[config.mk]
export PLATFORM = sky130hd
export DESIGN_NAME = button_multi_tap_gesture_detector_core
export DESIGN_NICKNAME = d
export VERILOG_FILES = /design/src/rtl/core/btn_mtg_pkg.sv /design/src/rtl/core/btn_mtg_cfg.sv /design/src/rtl/core/btn_mtg_fsm.sv /design/src/rtl/core/button_multi_tap_gesture_detector_core.sv
export SDC_FILE = /design/constraint.sdc
export NUM_CORES = 1
export LEC_CHECK = 0
export BUFFER_PORTS_ARGS = -buffer_cell sky130_fd_sc_hd__buf_2
export CORE_UTILIZATION = 55
export CTS_CLUSTER_DIAMETER = 100
export DETAILED_ROUTE_END_ITERATION = 8
export MAX_ROUTING_LAYER = met4
export PLACE_DENSITY = 0.76
export SLEW_MARGIN = 15
export SYNTH_ARGS = -nofsm -noshare
export SYNTH_HDL_FRONTEND = slang
export SYNTH_SLANG_ARGS = --single-unit
[constraint.sdc]
create_clock -name clk -period 4.6 [get_ports clk]
set_input_delay 0.92 -clock clk [delete_from_list [all_inputs] [get_ports clk]]
set_output_delay 0.92 -clock clk [all_outputs]
set_load 0.005 [all_outputs]
[src/rtl/core/btn_mtg_pkg.sv]
`timescale 1ns / 1ps
// ----------------------------------------------------------------------------
// btn_mtg_pkg
// shared types and codes for the button multi-tap gesture detector
// ----------------------------------------------------------------------------
package btn_mtg_pkg;

    localparam int CFG_INDEX_W = 4;
    localparam int CFG_DATA_W  = 16;
    localparam int GESTURE_W   = 3;
    localparam int TAP_W       = 2;

    typedef logic [CFG_INDEX_W-1:0] cfg_idx_t;
    typedef logic [CFG_DATA_W-1:0]  cfg_data_t;
    typedef logic [GESTURE_W-1:0]   gesture_t;
    typedef logic [TAP_W-1:0]       tap_t;

    // register map
    localparam cfg_idx_t CFG_ACTIVE_LEVEL   = cfg_idx_t'(0);
    localparam cfg_idx_t CFG_DEBOUNCE_TICKS = cfg_idx_t'(1);
    localparam cfg_idx_t CFG_LONG_TICKS     = cfg_idx_t'(2);
    localparam cfg_idx_t CFG_WINDOW_TICKS   = cfg_idx_t'(3);

    // register reset values
    localparam logic      RST_ACTIVE_LEVEL   = 1'b1;
    localparam cfg_data_t RST_DEBOUNCE_TICKS = cfg_data_t'(50);
    localparam cfg_data_t RST_LONG_TICKS     = cfg_data_t'(600);
    localparam cfg_data_t RST_WINDOW_TICKS   = cfg_data_t'(300);

    // gesture codes
    localparam gesture_t GEST_NONE   = gesture_t'(0);
    localparam gesture_t GEST_SHORT1 = gesture_t'(1);
    localparam gesture_t GEST_LONG1  = gesture_t'(2);
    localparam gesture_t GEST_SHORT2 = gesture_t'(3);
    localparam gesture_t GEST_LONG2  = gesture_t'(4);
    localparam gesture_t GEST_SHORT3 = gesture_t'(5);
    localparam gesture_t GEST_LONG3  = gesture_t'(6);

    localparam tap_t TAP_MAX = tap_t'(3);

    typedef enum logic [1:0] {
        PH_IDLE,
        PH_PRESSED,
        PH_WINDOW
    } phase_t;

    // what the state update decided for this tick
    typedef struct packed {
        logic report;
        logic is_long;
        logic clear_last;
    } step_evt_t;

endpackage

[src/rtl/core/btn_mtg_cfg.sv]
`timescale 1ns / 1ps
// ----------------------------------------------------------------------------
// btn_mtg_cfg
// configuration registers and clipped timer thresholds
// ----------------------------------------------------------------------------
module btn_mtg_cfg #(
    parameter int TIMER_BITS = 16
) (
    input  logic                   clk,
    input  logic                   rst_n,
    input  logic                   cfg_valid,
    input  btn_mtg_pkg::cfg_idx_t  cfg_index,
    input  btn_mtg_pkg::cfg_data_t cfg_data,
    output logic                   active_level,
    output logic [TIMER_BITS-1:0]  deb_thr,
    output logic [TIMER_BITS-1:0]  lng_thr,
    output logic [TIMER_BITS-1:0]  win_thr
);
    import btn_mtg_pkg::*;

    localparam int CW = (TIMER_BITS > CFG_DATA_W) ? TIMER_BITS : CFG_DATA_W;
    localparam logic [CW-1:0] TMAX_EXT = {CW{1'b1}} >> (CW - TIMER_BITS);

    logic      active_level_reg;
    cfg_data_t debounce_reg;
    cfg_data_t long_reg;
    cfg_data_t window_reg;

    // zero acts as one, anything above the timer range clips to its top
    function automatic logic [TIMER_BITS-1:0] clip_thr(input cfg_data_t v);
        logic [CW-1:0] ve;
        logic [CW-1:0] r;
        ve = CW'(v);
        if (ve == '0)
            r = CW'(1);
        else if (ve > TMAX_EXT)
            r = TMAX_EXT;
        else
            r = ve;
        return r[TIMER_BITS-1:0];
    endfunction

    always_ff @(posedge clk or negedge rst_n)
    begin
        if (!rst_n)
        begin
            active_level_reg <= RST_ACTIVE_LEVEL;
            debounce_reg     <= RST_DEBOUNCE_TICKS;
            long_reg         <= RST_LONG_TICKS;
            window_reg       <= RST_WINDOW_TICKS;
        end
        else if (cfg_valid)
        begin
            unique case (cfg_index)
                CFG_ACTIVE_LEVEL:   active_level_reg <= cfg_data[0];
                CFG_DEBOUNCE_TICKS: debounce_reg     <= cfg_data;
                CFG_LONG_TICKS:     long_reg         <= cfg_data;
                CFG_WINDOW_TICKS:   window_reg       <= cfg_data;
                default:            ;
            endcase
        end
    end

    assign active_level = active_level_reg;
    assign deb_thr      = clip_thr(debounce_reg);
    assign lng_thr      = clip_thr(long_reg);
    assign win_thr      = clip_thr(window_reg);

endmodule

[src/rtl/core/btn_mtg_fsm.sv]
`timescale 1ns / 1ps
// ----------------------------------------------------------------------------
// btn_mtg_fsm
// press / window state machine with its timers and gesture report logic
// ----------------------------------------------------------------------------
module btn_mtg_fsm #(
    parameter int TIMER_BITS = 16
) (
    input  logic                  clk,
    input  logic                  rst_n,
    input  logic                  step,
    input  logic                  act,
    input  logic [TIMER_BITS-1:0] deb_thr,
    input  logic [TIMER_BITS-1:0] lng_thr,
    input  logic [TIMER_BITS-1:0] win_thr,
    output btn_mtg_pkg::gesture_t gesture
);
    import btn_mtg_pkg::*;

    localparam logic [TIMER_BITS-1:0] TMAX = {TIMER_BITS{1'b1}};

    phase_t                phase_reg, phase_next;
    tap_t                  tap_reg, tap_next;
    logic [TIMER_BITS-1:0] ptimer_reg, ptimer_next;
    logic [TIMER_BITS-1:0] wtimer_reg, wtimer_next;
    gesture_t              last_reg, last_next;

    step_evt_t             evt;
    logic [TIMER_BITS-1:0] pt_bump;
    logic [TIMER_BITS-1:0] wt_bump;
    tap_t                  tap_n;
    gesture_t              code;
    logic                  prev_long;

    assign pt_bump = (ptimer_reg == TMAX) ? ptimer_reg : ptimer_reg + 1'b1;
    assign wt_bump = (wtimer_reg == TMAX) ? wtimer_reg : wtimer_reg + 1'b1;

    // next state
    always_comb
    begin
        phase_next  = phase_reg;
        tap_next    = tap_reg;
        ptimer_next = ptimer_reg;
        wtimer_next = wtimer_reg;
        evt         = '0;
        unique case (phase_reg)
            PH_PRESSED:
            begin
                if (act)
                begin
                    ptimer_next = pt_bump;
                    if (pt_bump >= lng_thr)
                    begin
                        evt.report  = 1'b1;
                        evt.is_long = 1'b1;
                    end
                end
                else if (tap_reg == TAP_MAX)
                begin
                    evt.report = 1'b1;
                end
                else
                begin
                    phase_next  = PH_WINDOW;
                    ptimer_next = '0;
                    wtimer_next = '0;
                end
            end
            PH_WINDOW:
            begin
                wtimer_next = wt_bump;
                // an active tick at expiry only counts while a debounce is running
                if (act && !(ptimer_reg == '0 && wt_bump >= win_thr))
                begin
                    ptimer_next = pt_bump;
                    if (pt_bump >= deb_thr)
                    begin
                        tap_next    = (tap_reg == TAP_MAX) ? TAP_MAX : tap_reg + 1'b1;
                        phase_next  = PH_PRESSED;
                        ptimer_next = '0;
                    end
                end
                else if (act)
                begin
                    evt.report = 1'b1;
                end
                else
                begin
                    ptimer_next = '0;
                    if (wt_bump >= win_thr)
                        evt.report = 1'b1;
                end
            end
            PH_IDLE:
            begin
                if (act)
                begin
                    ptimer_next = pt_bump;
                    if (pt_bump >= deb_thr)
                    begin
                        tap_next    = tap_t'(1);
                        phase_next  = PH_PRESSED;
                        ptimer_next = '0;
                    end
                end
                else
                begin
                    ptimer_next    = '0;
                    tap_next       = '0;
                    evt.clear_last = 1'b1;
                end
            end
            default:
            begin
                phase_next = PH_IDLE;
            end
        endcase
        if (evt.report)
        begin
            phase_next  = PH_IDLE;
            tap_next    = '0;
            ptimer_next = '0;
            wtimer_next = '0;
        end
    end

    // gesture word and remembered report
    always_comb
    begin
        tap_n     = (tap_reg == '0) ? tap_t'(1) : tap_reg;
        prev_long = (last_reg != GEST_NONE) && !last_reg[0];
        code      = evt.is_long ? {tap_n, 1'b0} : {tap_n, 1'b0} - gesture_t'(1);
        gesture   = GEST_NONE;
        last_next = last_reg;
        if (evt.report)
        begin
            if (evt.is_long)
            begin
                // held long press keeps repeating the first long code
                gesture   = prev_long ? last_reg : code;
                last_next = gesture;
            end
            else if (prev_long)
            begin
                last_next = GEST_NONE;
            end
            else
            begin
                gesture   = code;
                last_next = code;
            end
        end
        else if (evt.clear_last)
        begin
            last_next = GEST_NONE;
        end
    end

    always_ff @(posedge clk or negedge rst_n)
    begin
        if (!rst_n)
        begin
            phase_reg  <= PH_IDLE;
            tap_reg    <= '0;
            ptimer_reg <= '0;
            wtimer_reg <= '0;
            last_reg   <= GEST_NONE;
        end
        else if (step)
        begin
            phase_reg  <= phase_next;
            tap_reg    <= tap_next;
            ptimer_reg <= ptimer_next;
            wtimer_reg <= wtimer_next;
            last_reg   <= last_next;
        end
    end

endmodule

[src/rtl/core/button_multi_tap_gesture_detector_core.sv]
`timescale 1ns / 1ps
// ----------------------------------------------------------------------------
// button_multi_tap_gesture_detector_core
// debounced single/double/triple short and long press detector
// ----------------------------------------------------------------------------
// Each tick word carries one sampled pin level and yields exactly one gesture
// word (0 when nothing is reported). The block takes one tick word per clock
// cycle unless tick_stall is high; a word passes the input register and then
// the state update, which loads the gesture register. The state update loop
// (timer bump, threshold compare, phase select) sets the rate. Tick words keep
// flowing while the gesture register holds an untaken word as long as the
// input register can drain.
// Configuration writes are taken at once (cfg_ready is always high) and
// should be made only while no tick word is in flight.
// ----------------------------------------------------------------------------
module button_multi_tap_gesture_detector_core #(
    parameter int TIMER_BITS = 16
) (
    input  logic                   clk,
    input  logic                   rst_n,
    input  logic                   tick_valid,
    output logic                   tick_stall,
    input  logic                   pin_level,
    output logic                   gesture_valid,
    input  logic                   gesture_stall,
    output btn_mtg_pkg::gesture_t  gesture,
    input  logic                   cfg_valid,
    output logic                   cfg_ready,
    input  btn_mtg_pkg::cfg_idx_t  cfg_index,
    input  btn_mtg_pkg::cfg_data_t cfg_data
);
    import btn_mtg_pkg::*;

    logic                  s1_valid_reg, s1_valid_next;
    logic                  pin_reg;
    logic                  out_valid_reg, out_valid_next;
    gesture_t              gesture_reg;

    logic                  active_level;
    logic [TIMER_BITS-1:0] deb_thr;
    logic [TIMER_BITS-1:0] lng_thr;
    logic [TIMER_BITS-1:0] win_thr;
    logic                  out_free;
    logic                  step;
    logic                  tick_take;
    gesture_t              step_gesture;

    assign cfg_ready = 1'b1;

    assign out_free   = !out_valid_reg || !gesture_stall;
    assign step       = s1_valid_reg && out_free;
    assign tick_stall = s1_valid_reg && !out_free;
    assign tick_take  = tick_valid && !tick_stall;

    btn_mtg_cfg #(
        .TIMER_BITS (TIMER_BITS)
    ) u_cfg (
        .clk          (clk),
        .rst_n        (rst_n),
        .cfg_valid    (cfg_valid),
        .cfg_index    (cfg_index),
        .cfg_data     (cfg_data),
        .active_level (active_level),
        .deb_thr      (deb_thr),
        .lng_thr      (lng_thr),
        .win_thr      (win_thr)
    );

    btn_mtg_fsm #(
        .TIMER_BITS (TIMER_BITS)
    ) u_fsm (
        .clk     (clk),
        .rst_n   (rst_n),
        .step    (step),
        .act     (pin_reg == active_level),
        .deb_thr (deb_thr),
        .lng_thr (lng_thr),
        .win_thr (win_thr),
        .gesture (step_gesture)
    );

    always_comb
    begin
        s1_valid_next = s1_valid_reg;
        if (tick_take)
            s1_valid_next = 1'b1;
        else if (step)
            s1_valid_next = 1'b0;

        out_valid_next = out_valid_reg;
        if (step)
            out_valid_next = 1'b1;
        else if (!gesture_stall)
            out_valid_next = 1'b0;
    end

    always_ff @(posedge clk or negedge rst_n)
    begin
        if (!rst_n)
        begin
            s1_valid_reg  <= 1'b0;
            out_valid_reg <= 1'b0;
        end
        else
        begin
            s1_valid_reg  <= s1_valid_next;
            out_valid_reg <= out_valid_next;
        end
    end

    always_ff @(posedge clk)
    begin
        if (tick_take)
            pin_reg <= pin_level;
        if (step)
            gesture_reg <= step_gesture;
    end

    assign gesture_valid = out_valid_reg;
    assign gesture       = gesture_reg;

endmodule

=== Word level (Yosys, flattened, before mapping) ===
Cells that the tools add are included.
Widths: inputs -> output; s select.

* Equal/unequal tests: 18
* Reduce and logical (&&, ||, !) cells: 35
* Order comparisons: 6
* $add $sub $neg: 4
* Muxes and demuxes: 55

{| class="wikitable"
|+ Operators with widths
! operator !! number
|-
| $mux 16 || 17
|-
| $logic_not 16->1 || 4
|-
| $ge 16x16->1 || 3
|-
| $gt 16x16->1 const B || 3
|-
| $pmux 16 s3 || 1
|-
| $add 16x1->16 const B || 2
|-
| $eq 16x16->1 const B || 2
|-
| $pmux 16 s2 || 1
|-
| $mux 2 || 14
|-
| $mux 3 || 6
|-
| $mux 1 || 13
|-
| $reduce_and 2->1 || 5
|-
| $reduce_and 5->1 || 2
|-
| $ne 3x1->1 const B || 3
|-
| $reduce_bool 3->1 || 3
|-
| $eq 4x2->1 const B || 2
|-
| $ne 4x4->1 const B || 2
|-
| $reduce_and 4->1 || 2
|-
| $logic_and 1x1->1 || 6
|-
| $logic_not 1->1 || 6
|-
| $pmux 2 s3 || 1
|-
| $eq 2x2->1 const B || 2
|-
| $eq 4x1->1 const B || 1
|-
| $logic_not 2->1 || 2
|-
| other kinds (14) || 15
|}

* Register bits after elaboration: 94
* Output and inout bits: 6
* Word-level logic and storage cells: 131

=== Logic depth before layout (Yosys ltp) ===
* Depth in word-level cells: 11
* Depth in mapped cells: 21
* Depth with buffers taken out: 18

=== By module ===
Synthesis repeated with hierarchy kept, for this count alone.

* Cell total of the unflattened synthesis: 699
* Area, all modules: 6510.0 um2

{| class="wikitable"
|+ Modules (own cells, without submodules)
! module !! cells each !! times used !! area each (um2) !! seq. area each (um2)
|-
| btn_mtg_fsm || 516 || 1 || 4108.9 || 975.9
|-
| btn_mtg_cfg || 168 || 1 || 2168.3 || 1241.2
|-
| button_multi_tap_gesture_detector_core || 15 || 1 || 232.7 || 170.2
|}

=== Least setup slack after synthesis ===
Ideal clock, no wire load.

* Path kind: reg-to-reg
* Start point: register u_fsm.wtimer_reg[4]
* End point: register u_fsm.phase_reg[0]
* Cell stages (with the launch flop): 19
* Period minus slack after synthesis: 3771 ps
* Data required time: 4473 ps
* Setup time: 127 ps
* Data arrival time: 3643 ps
* Slack: 829 ps
* Path buffers: 2
* Cells stage by stage: dfrtp_1 and3_1 and4_1 nand3_1 or2_1 buf_4 nand2b_2 buf_6 or3_1 nand2_1 ha_1 and3_1 a221oi_1 o21a_1 o21ai_2 and2_4 o311ai_0 a21o_1 mux2_1

* Word-level cells in the longest chain between the ends: 10

{| class="wikitable"
|+ RTL lines
! element !! RTL line !! RTL
|-
| start, declared || btn_mtg_fsm.sv:25 || <nowiki>logic [TIMER_BITS-1:0] wtimer_reg, wtimer_next;</nowiki>
|-
| start signal, assigned || btn_mtg_fsm.sv:174 || <nowiki>wtimer_reg <= wtimer_next;</nowiki>
|-
| $add 16x1->16 / $eq 16x16->1 (equally long branches) || btn_mtg_fsm.sv:36 || <nowiki>assign wt_bump = (wtimer_reg == TMAX) ? wtimer_reg : wtimer_reg + 1'b1;</nowiki>
|-
| $mux 16 (*) || btn_mtg_fsm.sv:36 ||
|-
| $ge 16x16->1 (*) || btn_mtg_fsm.sv:73, btn_mtg_fsm.sv:90 ||
|-
| $logic_and 1x1->1 || btn_mtg_fsm.sv:73 || <nowiki>if (act && !(ptimer_reg == '0 && wt_bump >= win_thr))</nowiki>
|-
| $logic_not 1->1 || btn_mtg_fsm.sv:73 ||
|-
| $logic_and 1x1->1 || btn_mtg_fsm.sv:73 ||
|-
| $mux 1 || btn_mtg_fsm.sv:73 ||
|-
| $pmux 1 s2 || btn_mtg_fsm.sv:46 || <nowiki>unique case (phase_reg)</nowiki>
|-
| $ne 3x1->1 (no source line) (tied with other cells) || - ||
|-
| $reduce_and 5->1 (no source line) || - ||
|-
| end signal, assigned || btn_mtg_fsm.sv:171 || <nowiki>phase_reg <= phase_next;</nowiki>
|-
| end, declared || btn_mtg_fsm.sv:22 || <nowiki>phase_t phase_reg, phase_next;</nowiki>
|}

Mark *: on every way between the ends. The rest lies on a longest branch, timed or not.
A chain may end at the register's enable or synchronous reset.

=== Worst setup path after layout ===
* Start point: register u_fsm.ptimer_reg[4]
* End point: register u_fsm.ptimer_reg[3]

* Word-level cells in the longest chain between the ends: 8

{| class="wikitable"
|+ RTL lines
! element !! RTL line !! RTL
|-
| start, declared || btn_mtg_fsm.sv:24 || <nowiki>logic [TIMER_BITS-1:0] ptimer_reg, ptimer_next;</nowiki>
|-
| start signal, assigned || btn_mtg_fsm.sv:173 || <nowiki>ptimer_reg <= ptimer_next;</nowiki>
|-
| $add 16x1->16 (tied with other cells) || btn_mtg_fsm.sv:35 || <nowiki>assign pt_bump = (ptimer_reg == TMAX) ? ptimer_reg : ptimer_reg + 1'b1;</nowiki>
|-
| $mux 16 / $logic_and 1x1->1 (equally long branches) || btn_mtg_fsm.sv:35, btn_mtg_fsm.sv:73 ||
|-
| $ge 16x16->1 / $logic_not 1->1 (equally long branches) || btn_mtg_fsm.sv:52, btn_mtg_fsm.sv:73 ||
|-
| $mux 2 / $logic_and 1x1->1 (equally long branches) || btn_mtg_fsm.sv:52, btn_mtg_fsm.sv:73 ||
|-
| $mux 1 (on tied branches) || btn_mtg_fsm.sv:49, btn_mtg_fsm.sv:73 ||
|-
| $pmux 1 s2 || btn_mtg_fsm.sv:46 ||
|-
| $ne 4x4->1 (no source line) (tied with other cells) || - ||
|-
| $reduce_and 4->1 (no source line) || - ||
|}

Parallel ways exist; a longest one is shown, timed or not.

==> metrics.yaml <==
viasPerCell: 5.95
crit_path_end_kind: "flop"
finalWorstPathRequiredPeriod_ps: 4220
fp.dieArea_um2: 11800
clk_transition_reported_paths_ps: 70
synth_cells: 671
nFillCells: 927
seq_area_frac_synth_pct: 38.3
drt_pass1_iterations: 5
synth_adder_area_share_pct: 11.2
placement_rows: 38
synth.ff_latch_count: 94
nets: 788
worstMarginPinSlew_ps: 818
tritoncts: "built"
numPortBuffers: 30
antenna_found_initial: 0
dieWidth_um: 108
start_util_pct: 57.0
setup.worst_path.class: "reg2reg"
cp_arrival_ps: 4440
gp_congestion: 0.902
drc: 0
syn_area_um2: 6230
io_pins: 32
finalWorstSetupSlack_ps: 382
post_drt_wl_per_cell_um: 17.2
peakVddDrop_mv: 0.306
grt_remaining_overflow: 0
wirelength_mm: 14.7
synth.mux.area_fraction_pct: 6.56
initialDrtViolationCount: 398
number_of_warnings_reported_in_the_yosys_synthesis_log: 0
worst-endpoint-required_ps: 4830
startpoint_class_of_the_critical_path: "flop"
power.density_nw_per_um2: 424
main_combinational_cell_family_by_area_after_synthesis: "simple AND/OR/NAND/NOR gates"
area_leader_netlist: "sky130_fd_sc_hd__dfrtp_1"
min-delay-start: "s1_valid_reg"
clkSinkCount: 94
grt_pass1_wl_mm: 24.2
finalSetupTns_ps: 0
h_tree_depth: 3
synthArstFlopShare_pct: 95.7
dr_total_vias: 5066
timing.slew.headroom_pct: 45.5
crit_start: "u_fsm.ptimer_reg[4]"
grt_start_max_net_pins: 63
die_y_um: 108
hold_path_class: "reg2reg"
finalSetupViolCount: 0
post_route_cells_drive_above_1_share_pct: 18.4
period_share_pct: 91.7
synth_edf_count: 4
yosys.area.top_type_share_pct: 31.3
antenna_violating_nets_post_route: 0
synthFlopType: "sky130_fd_sc_hd__dfrtp_1"
synth-compound-area-share_pct: 16.6
timing.critical_path.fanout_max: 14
cap_violations: 0
clk-insertion-delay-late_ps: 350
average_cell_area_after_synthesis_um2: 9.29
final_hold_viols: 0
synth_xor_xnor_area_share_pct: 2.93
cts-root-buf: "sky130_fd_sc_hd__clkbuf_16"
clock_path_buffers: 2
netlist_top_cells_area: "sky130_fd_sc_hd__dfrtp_1, sky130_fd_sc_hd__ha_1, sky130_fd_sc_hd__mux2_2"
yosys.cell_types.count: 75
vias_in_the_first_global_route: 5062
syn_to_final_growth_pct: 9.93
floorplan.core_area_um2: 10900
mostFrequentLayoutCells: "sky130_fd_sc_hd__nand2_1, sky130_fd_sc_hd__dfrtp_1, sky130_fd_sc_hd__inv_1, sky130_fd_sc_hd__ha_1, sky130_fd_sc_hd__o21ai_0"
final_common_cell: "sky130_fd_sc_hd__nand2_1"
hpwl_mm: 11.3
hold_slack_ps: 510
cts_inserted_buffers: 9
leakage_uw: 0.00317
finalClockSkew_ps: 10.1
slew_violations: 0
antenna-diode-count: 0
synth-simple-area-share_pct: 18.4
dp_worst_setup_slack_ps: 296
cts_setup_buffers: 0
outcome: "complete, no violations"
mappedNetlistNets: 753
setup_repair_after_global_routing_missed_its_margin: "no"
grt_util_all_layers_pct: 27.7
crit-reg2reg-launch: "u_fsm.ptimer_reg[4]"
fmax_mhz: 237
## cell families (layout without fill, tap and decap cells)
family / count (synthesis) / in the layout
multiplexers: 36 / 36
adder cells (fa/ha/maj): 56 / 56
XOR/XNOR: 20 / 20
buffers and inverters: 87 / 127
other: 1 / 1
AO/OA/AOI/OAI: 146 / 146
flip-flops: 94 / 94
AND/OR/NAND/NOR: 231 / 231
## cell type report
cell class | instances | area [um2] | share of cell area (%)
flip-flops and latches | 94 | 2390 | 34.8
inverters | 64 | 240 | 3.50
clock inverters | 6 | 51.3 | 0.748
multi-input cells | 490 | 3490 | 50.9
well taps | 140 | 175 | 2.56
repair buffers | 47 | 280 | 4.09
clock buffers | 10 | 229 | 3.34
## critical path, stage by stage (launching register included)
cell and delay [ps]:
sky130_fd_sc_hd__dfrtp_1 460, sky130_fd_sc_hd__nand4_2 180, sky130_fd_sc_hd__or2_2 360, sky130_fd_sc_hd__nor3_1 330, sky130_fd_sc_hd__nand2b_1 170, sky130_fd_sc_hd__nand2_1 140
sky130_fd_sc_hd__nor2_1 60, sky130_fd_sc_hd__xnor2_1 170, sky130_fd_sc_hd__inv_1 100, sky130_fd_sc_hd__ha_1 300, sky130_fd_sc_hd__nand4_1 100, sky130_fd_sc_hd__a211oi_1 240
sky130_fd_sc_hd__o41ai_1 140, sky130_fd_sc_hd__buf_4 150, sky130_fd_sc_hd__a21oi_1 220, sky130_fd_sc_hd__a211oi_1 120, sky130_fd_sc_hd__o211ai_4 410, sky130_fd_sc_hd__nor2_2 110
sky130_fd_sc_hd__a221o_1 310
## cells in the mapped netlist (4+ instances only)
cell and number:
sky130_fd_sc_hd__a21o_1 7, sky130_fd_sc_hd__a21oi_1 20, sky130_fd_sc_hd__a31oi_1 5, sky130_fd_sc_hd__and2_1 6, sky130_fd_sc_hd__and3_1 10, sky130_fd_sc_hd__buf_2 10, sky130_fd_sc_hd__buf_4 4, sky130_fd_sc_hd__clkbuf_1 7
sky130_fd_sc_hd__dfrtp_1 78, sky130_fd_sc_hd__dfstp_2 12, sky130_fd_sc_hd__edfxtp_1 4, sky130_fd_sc_hd__ha_1 56, sky130_fd_sc_hd__inv_1 64, sky130_fd_sc_hd__mux2_2 34, sky130_fd_sc_hd__nand2_1 89, sky130_fd_sc_hd__nand2b_1 5
sky130_fd_sc_hd__nand3_1 30, sky130_fd_sc_hd__nand4_1 10, sky130_fd_sc_hd__nor2_1 30, sky130_fd_sc_hd__nor3_1 9, sky130_fd_sc_hd__nor4_1 14, sky130_fd_sc_hd__o211ai_1 6, sky130_fd_sc_hd__o21a_1 6, sky130_fd_sc_hd__o21ai_0 40
sky130_fd_sc_hd__o21ai_1 10, sky130_fd_sc_hd__o2bb2ai_1 5, sky130_fd_sc_hd__o31ai_1 8, sky130_fd_sc_hd__or3_1 5, sky130_fd_sc_hd__or4_1 4, sky130_fd_sc_hd__xnor2_1 15, sky130_fd_sc_hd__xor2_1 4
## through the flow
step,utilization [%],std cells,power (uW),instance area (um2)
2_1_floorplan,-,671,1860,6230
3_3_place_gp,60.0,835,2150,6560
3_5_place_dp,60.0,835,2190,6560
4_1_cts,62.6,851,2920,6840
5_1_grt,62.7,851,3110,6850
6_report,62.7,851,2910,6850
## path summary, 6_finish.rpt
| check | depth (start not counted) | endpoint | slack [ps] |
|---|---|---|---|
| max | 18 | u_fsm.ptimer_reg[3] | 380 |
| min | 1 | gesture_valid | 510 |
| max reg2reg | 18 | u_fsm.ptimer_reg[3] | 380 |
| min reg2reg | 1 | gesture_valid | 510 |
| max in group asynchronous | 2 | u_fsm.last_reg[1] | 3030 |
| min in group asynchronous | 1 | gesture_valid | 650 |
## layer usage
metal	wire (um)	GRT usage, %	part of all wire, %
met1	6620	34.9	45
met2	7150	45.0	49
met3	598	3.98	4.1
met4	308	10.4	2.1
met5	0	-	0
## what timing repair did
item                                    4_1_cts  5_1_grt
endpoints found under the setup margin        0       14
gates resized for setup                       0        2
hold buffers                                  0        0
endpoints found under the hold margin         0        0
## report_power, final
group | internal [uW] | leakage (uW) | switching, uW
clock | 376 | 0.000136 | 342
sequential | 1010 | 0.00117 | 156
combinational | 431 | 0.00187 | 596
No activity file was read; power rests on OpenSTA's default activity.
